==> config.mk <==
export PLATFORM = sky130hd
export DESIGN_NAME = rounded_corner_coverage_pixel_top
export DESIGN_NICKNAME = d
export VERILOG_FILES = /design/src/hw/rtl/rcc_pkg.sv /design/src/hw/rtl/rcc_dist.sv /design/src/hw/rtl/rcc_sqrt.sv /design/src/hw/rtl/rcc_shade.sv /design/src/hw/rtl/rounded_corner_coverage_pixel_top.sv
export SDC_FILE = /design/constraint.sdc
export NUM_CORES = 2
export LEC_CHECK = 0
export ABC_CLOCK_PERIOD_IN_PS = 61800
export BUFFER_PORTS_ARGS = -buffer_cell sky130_fd_sc_hd__buf_2
export CORE_ASPECT_RATIO = 1.25
export CORE_MARGIN = 1
export CORE_UTILIZATION = 55
export DETAILED_ROUTE_END_ITERATION = 10
export PLACE_DENSITY = 0.74
export SYNTH_ARGS = -nofsm -noshare
export SYNTH_HDL_FRONTEND = slang
export SYNTH_SLANG_ARGS = --single-unit
==> constraint.sdc <==
create_clock -name clk -period 61.8 [get_ports clk]
set_input_delay 12.36 -clock clk [delete_from_list [all_inputs] [get_ports clk]]
set_output_delay 12.36 -clock clk [all_outputs]
set_load 0.02 [all_outputs]
==> src/hw/rtl/rcc_pkg.sv <==
// Shared constants and codes for the rounded corner coverage pipeline.
package rcc_pkg;

  localparam int RCC_FRAC_BITS  = 8;
  localparam int RCC_MAX_RADIUS = 255;

  // Radius ceiling seen by the 8-bit radius register.
  localparam logic [7:0] RCC_RADIUS_CAP =
    8'((RCC_MAX_RADIUS > 255) ? 255 : RCC_MAX_RADIUS);

  localparam int RCC_CFG_IDX_W = 3;

  typedef enum logic [RCC_CFG_IDX_W-1:0] {
    RCC_REG_RADIUS = 3'd0,
    RCC_REG_SELECT = 3'd1,
    RCC_REG_RED    = 3'd2,
    RCC_REG_GREEN  = 3'd3,
    RCC_REG_BLUE   = 3'd4
  } rcc_reg_t;

  typedef enum logic [1:0] {
    RCC_CORNER_TL = 2'd0,
    RCC_CORNER_TR = 2'd1,
    RCC_CORNER_BL = 2'd2,
    RCC_CORNER_BR = 2'd3
  } rcc_corner_t;

endpackage

==> src/hw/rtl/rcc_dist.sv <==
// Squared distance to the circle centre, two register stages.
module rcc_dist (
  input  logic        clk,
  input  logic        rst_n,
  input  logic        en,
  input  logic        vld_i,
  input  logic [7:0]  pixel_column,
  input  logic [7:0]  pixel_row,
  input  logic [7:0]  radius,
  input  logic [1:0]  corner,
  output logic        vld_o,
  output logic [18:0] d2_o
);

  logic [8:0]         cx2;
  logic [8:0]         cy2;
  logic signed [10:0] dx;
  logic signed [10:0] dy;
  logic [8:0]         adx_nxt;
  logic [8:0]         ady_nxt;
  logic [8:0]         adx_r;
  logic [8:0]         ady_r;
  logic               vld1_r;
  logic [18:0]        d2_nxt;
  logic [18:0]        d2_r;
  logic               vld2_r;

  // centre in half-pixel units
  always_comb begin
    unique case (rcc_pkg::rcc_corner_t'(corner))
      rcc_pkg::RCC_CORNER_TL: begin
        cx2 = {radius, 1'b0};
        cy2 = {radius, 1'b0};
      end
      rcc_pkg::RCC_CORNER_TR: begin
        cx2 = 9'd0;
        cy2 = {radius, 1'b0};
      end
      rcc_pkg::RCC_CORNER_BL: begin
        cx2 = {radius, 1'b0};
        cy2 = 9'd0;
      end
      rcc_pkg::RCC_CORNER_BR: begin
        cx2 = 9'd0;
        cy2 = 9'd0;
      end
      default: begin
        cx2 = 9'd0;
        cy2 = 9'd0;
      end
    endcase
  end

  always_comb begin
    dx      = $signed({2'b00, pixel_column, 1'b1}) - $signed({2'b00, cx2});
    dy      = $signed({2'b00, pixel_row, 1'b1}) - $signed({2'b00, cy2});
    adx_nxt = dx[10] ? 9'(-dx) : dx[8:0];
    ady_nxt = dy[10] ? 9'(-dy) : dy[8:0];
    d2_nxt  = {1'b0, 18'(adx_r * adx_r)} + {1'b0, 18'(ady_r * ady_r)};
  end

  always_ff @(posedge clk) begin
    if (!rst_n) begin
      vld1_r <= 1'b0;
      vld2_r <= 1'b0;
    end else if (en) begin
      vld1_r <= vld_i;
      vld2_r <= vld1_r;
    end
  end

  always_ff @(posedge clk) begin
    if (en) begin
      adx_r <= adx_nxt;
      ady_r <= ady_nxt;
      d2_r  <= d2_nxt;
    end
  end

  assign vld_o = vld2_r;
  assign d2_o  = d2_r;

endmodule

==> src/hw/rtl/rcc_sqrt.sv <==
// Pipelined integer square root, one result bit per stage.
module rcc_sqrt #(
  parameter int FRAC_BITS = rcc_pkg::RCC_FRAC_BITS
) (
  input  logic                 clk,
  input  logic                 rst_n,
  input  logic                 en,
  input  logic                 vld_i,
  input  logic [18:0]          d2_i,
  output logic                 vld_o,
  output logic [FRAC_BITS+8:0] dist_o
);

  localparam int ROOT_W = FRAC_BITS + 9;
  localparam int REM_W  = ROOT_W + 2;
  localparam int V_W    = 2 * ROOT_W;

  logic [V_W-1:0]    v0;
  logic [REM_W-1:0]  rem_r  [ROOT_W];
  logic [ROOT_W-1:0] root_r [ROOT_W];
  logic [V_W-1:0]    v_r    [ROOT_W];
  logic              vld_r  [ROOT_W];

  // d2 scaled by 2^(2F-2), radicand consumed two bits per stage from the top
  assign v0 = {1'b0, d2_i, {(2*FRAC_BITS-2){1'b0}}};

  for (genvar i = 0; i < ROOT_W; i++) begin : g_stage
    logic [REM_W-1:0]  rem_in;
    logic [ROOT_W-1:0] root_in;
    logic [V_W-1:0]    v_in;
    logic              vld_in;
    logic [REM_W+1:0]  trial;
    logic [REM_W+1:0]  cand;
    logic              ge;
    logic [REM_W-1:0]  rem_nxt;
    logic [ROOT_W-1:0] root_nxt;
    logic [V_W-1:0]    v_nxt;

    if (i == 0) begin : g_first
      assign rem_in  = '0;
      assign root_in = '0;
      assign v_in    = v0;
      assign vld_in  = vld_i;
    end else begin : g_next
      assign rem_in  = rem_r[i-1];
      assign root_in = root_r[i-1];
      assign v_in    = v_r[i-1];
      assign vld_in  = vld_r[i-1];
    end

    always_comb begin
      trial    = {rem_in, v_in[V_W-1 -: 2]};
      cand     = {2'b00, root_in, 2'b01};
      ge       = (trial >= cand);
      rem_nxt  = ge ? REM_W'(trial - cand) : REM_W'(trial);
      root_nxt = {root_in[ROOT_W-2:0], ge};
      v_nxt    = {v_in[V_W-3:0], 2'b00};
    end

    always_ff @(posedge clk) begin
      if (!rst_n) begin
        vld_r[i] <= 1'b0;
      end else if (en) begin
        vld_r[i] <= vld_in;
      end
    end

    always_ff @(posedge clk) begin
      if (en) begin
        rem_r[i]  <= rem_nxt;
        root_r[i] <= root_nxt;
        v_r[i]    <= v_nxt;
      end
    end
  end

  assign vld_o  = vld_r[ROOT_W-1];
  assign dist_o = root_r[ROOT_W-1];

endmodule

==> src/hw/rtl/rcc_shade.sv <==
// Coverage clamp and premultiplied colour, two register stages.
module rcc_shade #(
  parameter int FRAC_BITS = rcc_pkg::RCC_FRAC_BITS
) (
  input  logic                 clk,
  input  logic                 rst_n,
  input  logic                 en,
  input  logic                 vld_i,
  input  logic [FRAC_BITS+8:0] dist_i,
  input  logic [7:0]           radius,
  input  logic [7:0]           fill_red,
  input  logic [7:0]           fill_green,
  input  logic [7:0]           fill_blue,
  output logic                 vld_o,
  output logic [7:0]           out_blue,
  output logic [7:0]           out_green,
  output logic [7:0]           out_red,
  output logic [7:0]           out_alpha
);

  localparam int S_W   = FRAC_BITS + 11;
  localparam int COV_W = FRAC_BITS + 1;
  localparam int P_W   = FRAC_BITS + 9;
  localparam logic [S_W-1:0] HALF_S = S_W'(1) << (FRAC_BITS - 1);
  localparam logic [S_W-1:0] ONE_S  = S_W'(1) << FRAC_BITS;
  localparam logic [P_W-1:0] HALF_P = P_W'(1) << (FRAC_BITS - 1);

  logic signed [S_W-1:0] cov_s;
  logic [COV_W-1:0]      cov_nxt;
  logic [COV_W-1:0]      cov_r;
  logic                  vld1_r;
  logic [P_W-1:0]        blue_p;
  logic [P_W-1:0]        green_p;
  logic [P_W-1:0]        red_p;
  logic [P_W-1:0]        alpha_p;
  logic [7:0]            blue_r;
  logic [7:0]            green_r;
  logic [7:0]            red_r;
  logic [7:0]            alpha_r;
  logic                  vld2_r;

  always_comb begin
    cov_s = $signed({2'b00, dist_i}) - $signed({3'b000, radius, {FRAC_BITS{1'b0}}})
            + $signed(HALF_S);
    priority if (cov_s[S_W-1]) begin
      cov_nxt = '0;
    end else if (cov_s > $signed(ONE_S)) begin
      cov_nxt = ONE_S[COV_W-1:0];
    end else begin
      cov_nxt = cov_s[COV_W-1:0];
    end
  end

  // round half up, then keep the 8-bit field
  always_comb begin
    blue_p  = P_W'(fill_blue)  * P_W'(cov_r) + HALF_P;
    green_p = P_W'(fill_green) * P_W'(cov_r) + HALF_P;
    red_p   = P_W'(fill_red)   * P_W'(cov_r) + HALF_P;
    alpha_p = P_W'(8'd255)     * P_W'(cov_r) + HALF_P;
  end

  always_ff @(posedge clk) begin
    if (!rst_n) begin
      vld1_r <= 1'b0;
      vld2_r <= 1'b0;
    end else if (en) begin
      vld1_r <= vld_i;
      vld2_r <= vld1_r;
    end
  end

  always_ff @(posedge clk) begin
    if (en) begin
      cov_r   <= cov_nxt;
      blue_r  <= blue_p[FRAC_BITS+7:FRAC_BITS];
      green_r <= green_p[FRAC_BITS+7:FRAC_BITS];
      red_r   <= red_p[FRAC_BITS+7:FRAC_BITS];
      alpha_r <= alpha_p[FRAC_BITS+7:FRAC_BITS];
    end
  end

  assign vld_o     = vld2_r;
  assign out_blue  = blue_r;
  assign out_green = green_r;
  assign out_red   = red_r;
  assign out_alpha = alpha_r;

endmodule

==> src/hw/rtl/rounded_corner_coverage_pixel_top.sv <==
// Top level of the antialiased rounded corner coverage pipeline.
//
//   channel | dir | handshake                 | word
//   --------+-----+---------------------------+---------------------------------
//   in_     | in  | in_tvalid / in_tready     | 16b: column, row
//   out_    | out | out_tvalid / out_tready   | 32b: blue, green, red, alpha
//   cfg_    | in  | cfg_valid / cfg_ready     | 3b index, 8b data (always ready)
//
// One word in and one word out per clock while the output is taken.
// Register stages: two for the squared distance, FRAC_BITS + 9 root stages in the
// square root, two for coverage and colour.
// rst_n is synchronous: clears the stage valid bits, loads radius 8, top-left, black.
// A word held at the output freezes every stage, bubbles included; nothing is lost.
// Registers are read live by the stages, so write them only when idle.
module rounded_corner_coverage_pixel_top #(
  parameter int FRAC_BITS = rcc_pkg::RCC_FRAC_BITS
) (
  input  logic                              clk,
  input  logic                              rst_n,
  input  logic                              in_tvalid,
  output logic                              in_tready,
  input  logic [15:0]                       in_tdata,   // pixel_column, pixel_row
  output logic                              out_tvalid,
  input  logic                              out_tready,
  output logic [31:0]                       out_tdata,  // out_blue, out_green, out_red, out_alpha
  input  logic                              cfg_valid,
  output logic                              cfg_ready,
  input  logic [rcc_pkg::RCC_CFG_IDX_W-1:0] cfg_index,
  input  logic [7:0]                        cfg_data
);

  logic [7:0]           radius_r;
  logic [1:0]           select_r;
  logic [7:0]           red_r;
  logic [7:0]           green_r;
  logic [7:0]           blue_r;
  logic [7:0]           radius_eff;
  logic                 en;
  logic                 d2_vld;
  logic [18:0]          d2;
  logic                 dist_vld;
  logic [FRAC_BITS+8:0] root_dist;
  logic [7:0]           o_blue;
  logic [7:0]           o_green;
  logic [7:0]           o_red;
  logic [7:0]           o_alpha;

  // register file
  assign cfg_ready = 1'b1;

  always_ff @(posedge clk) begin
    if (!rst_n) begin
      radius_r <= 8'd8;
      select_r <= rcc_pkg::RCC_CORNER_TL;
      red_r    <= 8'd0;
      green_r  <= 8'd0;
      blue_r   <= 8'd0;
    end else if (cfg_valid) begin
      unique case (rcc_pkg::rcc_reg_t'(cfg_index))
        rcc_pkg::RCC_REG_RADIUS: radius_r <= cfg_data;
        rcc_pkg::RCC_REG_SELECT: select_r <= cfg_data[1:0];
        rcc_pkg::RCC_REG_RED:    red_r    <= cfg_data;
        rcc_pkg::RCC_REG_GREEN:  green_r  <= cfg_data;
        rcc_pkg::RCC_REG_BLUE:   blue_r   <= cfg_data;
        default: ;  // unknown index: dropped
      endcase
    end
  end

  // saturate radius to the configured ceiling
  assign radius_eff = (radius_r > rcc_pkg::RCC_RADIUS_CAP) ? rcc_pkg::RCC_RADIUS_CAP
                                                           : radius_r;

  // whole pipe advances unless the output word is stuck
  assign en        = !out_tvalid || out_tready;
  assign in_tready = en;

  rcc_dist u_dist (
    .clk          (clk),
    .rst_n        (rst_n),
    .en           (en),
    .vld_i        (in_tvalid),
    .pixel_column (in_tdata[7:0]),
    .pixel_row    (in_tdata[15:8]),
    .radius       (radius_eff),
    .corner       (select_r),
    .vld_o        (d2_vld),
    .d2_o         (d2)
  );

  rcc_sqrt #(
    .FRAC_BITS (FRAC_BITS)
  ) u_sqrt (
    .clk    (clk),
    .rst_n  (rst_n),
    .en     (en),
    .vld_i  (d2_vld),
    .d2_i   (d2),
    .vld_o  (dist_vld),
    .dist_o (root_dist)
  );

  rcc_shade #(
    .FRAC_BITS (FRAC_BITS)
  ) u_shade (
    .clk        (clk),
    .rst_n      (rst_n),
    .en         (en),
    .vld_i      (dist_vld),
    .dist_i     (root_dist),
    .radius     (radius_eff),
    .fill_red   (red_r),
    .fill_green (green_r),
    .fill_blue  (blue_r),
    .vld_o      (out_tvalid),
    .out_blue   (o_blue),
    .out_green  (o_green),
    .out_red    (o_red),
    .out_alpha  (o_alpha)
  );

  assign out_tdata = {o_alpha, o_red, o_green, o_blue};

endmodule

# Yosys cells after proc, flatten, opt, wreduce, memory -nomap -nowiden
# Memory sizes are Yosys's and may differ from the RTL's. A register that Yosys moved wholly into a read port is not among the register bits.
# Cells that the tools add are included.
# totals
wordCells,158
ramBits,1173
ff_bits,115
input_bits,32
out_inout_bits,35
n_memories,4
# mem_list
memory,depth,word_bits,rd,rd_ports_with_merged_regs,wr,line_no,text
u_sqrt.v_r,17,32,16,0,17,rcc_sqrt.sv:21,logic [V_W-1:0] v_r [ROOT_W];
u_sqrt.rem_r,17,19,16,0,17,rcc_sqrt.sv:19,logic [REM_W-1:0] rem_r [ROOT_W];
u_sqrt.root_r,17,17,17,0,17,rcc_sqrt.sv:20,logic [ROOT_W-1:0] root_r [ROOT_W];
u_sqrt.vld_r,17,1,17,1,17,rcc_sqrt.sv:22,logic vld_r [ROOT_W];
# classes
n_mux,45
bitwise_logic,17
n_lt_le_gt_ge,19
n_mul,6
add_sub_neg,28
n_reduce_logical,15
n_eq_ne,7
# op_table
operator,n
>= comparator 21 x 19 -> 1 bit,16
two-way mux 19 bit,17
subtractor 19 bit,16
"adder 16 x 8 -> 16 bit, second input constant",4
multiplier 8 x 9 -> 16 bit,3
multiplier 9 x 9 -> 18 bit,2
one-hot mux 9 bit (2 select lines),2
two-way mux 9 bit,3
two-way mux 1 bit,22
subtractor 9 x 9 -> 10 bit,2
adder 18 x 18 -> 19 bit,1
"adder 19 x 9 -> 19 bit, second input constant",1
"> comparator 19 x 10 -> 1 bit, second input constant",1
negator 9 bit,2
subtractor 17 x 16 -> 18 bit,1
OR 1 bit,17
"multiplier 8 x 9 -> 16 bit, first input constant",1
AND reduction 2 bit,5
OR reduction 2 bit,5
"> comparator 8 bit, second input constant",1
two-way mux 8 bit,1
"== test 3 x 2 -> 1 bit, second input constant",2
"== test 2 bit, second input constant",2
"== test 3 x 1 -> 1 bit, second input constant",1
8 further kinds,9

# Depth between registers and ports, before layout
# logic_depth
depth_word,6
ltp_mapped,23
depth_no_buf,23

# By module
# From an unflattened synthesis, not the netlist that was laid out.
# unflattened
cells_unflattened,4004
area_unflattened_um2,44433.9
# modules_own_cells
module,seq_area_each_um2,area_per_inst_um2,cells_per_inst,instances
rcc_sqrt,15965.3,26619.3,2149,1
rcc_shade,1271.2,10113.4,1064,1
rcc_dist,1031.0,6373.6,663,1
rounded_corner_coverage_pixel_top,680.7,1327.5,128,1

# Worst setup path after synthesis
# Ideal clock, no wire load.
# synth_timing
kind,input port to output port
from,input out_tready
to,output in_tready
stages,4
n_path_buf,2
setup_slack_ns,21.149
required_time_ns,49.440
arrival_time_ns,28.291
path_cell_list,nor2b_1 clkbuf_1 inv_1 clkbuf_1
# synth_via
elab_chain_cells,1
# synth_rtl
item,line_no,text
from (decl),rounded_corner_coverage_pixel_top.sv:24,"input logic out_tready,"
logical OR 1 bit,rounded_corner_coverage_pixel_top.sv:75,assign en = !out_tvalid || out_tready;
to (decl),rounded_corner_coverage_pixel_top.sv:21,"output logic in_tready,"
# Every way passes these cells.

# Final worst setup path
# Ends and elaborated chain as after synthesis.

==> flow_metrics.py <==
metrics = {
    "run_status": {
        "status": "finished clean",
    },
    "logic_synthesis": {
        "synthDistinctLibCells": 81,
        "synthXorXnorAreaFrac_pct": 5.79,
        "synth_edf_count": 586,
        "avgSynthCellArea_um2": 11.1,
        "syn_inst": 3840,
        "synth_ff_type": "edfxtp_1",
        "synth_mux_area_share_pct": 1.16,
        "synth_adder_area_share_pct": 23.8,
        "synth_top_family_by_area": "adder cells",
        "seq_area_frac_synth_pct": 43.2,
        "synth_warnings": 0,
        "synth_area_mm2": 0.0425,
        "yosys.area_share.simple_pct": 12.4,
        "synth_compound_area_share_pct": 7.80,
        "ys_seq_elements": 625,
        "async_flop_share_pct": 0,
        "synth_nets": 4523,
    },
    "cts": {
        "post_cts_buffers": 0,
        "htree_levels": 3,
        "clock_latency_ns": 0.63,
        "clkSlewWorstSetupHoldPaths_ns": 0.06,
        "cts_tree": "yes",
        "cts_buffer_depth": 3,
        "postCtsHoldBufs": 0,
        "cts_root_buf": "clkbuf_16",
        "cts_resized": 0,
        "cts.sinks": 625,
        "cts_buffers": 67,
    },
    "sta": {
        "rsz0062_at_grt": "false",
        "tightestPinTransition_ns": 1.08,
        "hold_viol": 0,
        "max_freq_mhz": 38.3,
        "finalSetupViolations": 0,
        "relSlewSlack_pct": 28.1,
        "report.final.slew_viol_count": 0,
        "period_minus_slack_ns": 26.13,
        "period_share_pct": 42.3,
        "tns_ns": 0,
        "fin_skew_ns": 0.0419,
    },
    "global_route": {
        "antenna_found_initial": 1,
        "grt_remaining_overflow": 0,
        "grt_first_pass_wirelength_mm": 132,
        "track_usage_pct": 21.0,
        "grt_max_degree": 180,
        "first_global_vias": 27698,
    },
    "route": {
        "firstDrtPassIters": 5,
        "drtIter0Drc": 1424,
        "wl_per_cell_um": 16.1,
        "postRouteAntennaNets": 0,
        "wl_mm": 79.8,
        "routed_via_density": 5.46,
        "drc": 0,
        "vias": 26993,
    },
    "die": {
        "core_mm2": 0.0762,
        "rows": 113,
        "initial_core_util_pct": 55.8,
        "dieArea_mm2": 0.0784,
        "die_w_um": 251,
        "io_pins": 67,
        "die_h_um": 313,
    },
    "setup_path": {
        "cp-end-kind": "output pin",
        "crit_arrival_ns": 13.77,
        "rrSetupSlack_ns": 55.13,
        "crit_fanout": 81,
        "r2r-start": "u_dist.ady_r[6]",
        "crit_start": "out_tready",
        "required_ns": 49.44,
        "path_class": "in2out",
        "cp-start-kind": "primary input",
    },
    "placed_design": {
        "gp_congestion": 0.866,
        "port_buffers": 65,
        "hpwl_mm": 59.6,
    },
    "finish": {
        "syn_to_final_growth_pct": 8.66,
        "fin_nets": 4597,
        "layout-drive-gt1-share_pct": 6.56,
    },
    "min_path": {
        "hp-start": "u_dist.d2_o[2]",
        "hold_path.class": "reg2reg",
    },
    "run": {
        "drv_cap": 0,
    },
}
[per-stage QoR]
| step | cells | area [um^2] | hold slack, ns | setup WS [ns] | util (%) |
|---|---|---|---|---|---|
| 6_report | 4943 | 46200 | 0.418 | 35.67 | 60.6 |
| 5_1_grt | 4943 | 46200 | 0.426 | 35.55 | 60.6 |
| 4_1_cts | 4942 | 46200 | 0.420 | 35.67 | 60.6 |
| 3_5_place_dp | 4822 | 43900 | 0.405 | 35.67 | 57.6 |
| 3_3_place_gp | 4822 | 43900 | 0.404 | 35.67 | 57.6 |
| 2_1_floorplan | 3840 | 42500 | 0.400 | 21.15 | - |
[Yosys cell counts, drive strengths merged, types with 4 or more instances]
master	n	area share [%]
a2111oi	4	0.082
a211oi	12	0.21
a21boi	28	0.50
a21o	57	1.0
a21oi	162	2.0
a31oi	15	0.22
and2	137	2.0
and3	32	0.47
buf	13	0.19
clkbuf	65	0.57
dfxtp	39	1.8
edfxtp	586	41
fa	262	12
ha	389	11
inv	569	5.0
mux2	28	0.76
mux2i	17	0.40
nand2	286	2.5
nand2b	52	0.77
nand3	39	0.46
nand3b	8	0.14
nand4	10	0.15
nand4b	5	0.10
nor2	254	2.2
nor2b	60	0.88
nor3	77	0.91
nor3b	8	0.16
nor4	31	0.51
o2111ai	4	0.082
o21a	43	0.76
o21ai	127	1.5
o21bai	16	0.28
o31ai	14	0.25
o41ai	7	0.16
or2	19	0.28
or3	30	0.45
or4	11	0.20
xnor2	166	3.4
xor2	114	2.3
[state kept, by name, summed over array words and instances, names as in the netlist, 9 cells and up]
signal,flops
u_dist.d2_o,17
u_shade.cov_r,9
u_sqrt.rem_r,271
u_sqrt.root_r,153
u_sqrt.v_r,72
u_sqrt.vld_r,17
[worst max-delay path, cell delays in order]
cell     delay, ns
buf_2         0.10
nor2b_1       0.56
inv_8         0.39
buf_2         0.29
[metal layers]
metal	GRT usage (%)	share of wire, %	vias to the layer above
met1	23.9	40	13322
met5	0	0	-
met4	8.14	3.0	0
li1	-	-	13137
met3	2.55	3.2	152
met2	39.7	54	382
[cell type report]
type,instances,area [um^2]
inverters,570,2150
clock buffers,82,1810
repair buffers,83,473
well taps,977,1220
multi-input cells,2567,21700
fillers,5965,30000
flip-flops and latches,625,18400
diodes,1,2.50
clock inverters,38,492
[logic make-up after synthesis]
group / count (synthesis)
DFF: 625
AOI/OAI and AO/OA: 523
muxes: 45
buffers and inverters: 648
and+or+nand+nor: 1066
adders and majority gates: 651
other: 2
xor gates and xnor gates: 280
[worst paths after layout]
| path | cells after the start | to |
|---|---|---|
| max | 4 | in_tready |
| min | 0 | u_sqrt.v_r[0][16] |
| max reg2reg | 23 | u_dist.d2_o[18] |
| min reg2reg | 0 | u_sqrt.v_r[0][16] |
[cells in the final DEF, fill, tap and decap left out, types with 125 or more instances in the layout]
| master | synthesis | routed |
|---|---|---|
| nand2_1 | 286 | 286 |
| edfxtp_1 | 586 | 586 |
| a21oi_1 | 154 | 154 |
| fa_1 | 262 | 262 |
| nor2_1 | 253 | 253 |
| inv_1 | 569 | 568 |
| xnor2_1 | 165 | 165 |
| o21ai_0 | 125 | 125 |
| and2_1 | 137 | 137 |
| ha_1 | 389 | 389 |
Power is not shown: default switching activity piles up to over one toggle a cycle in this logic, so the estimate is an artifact.
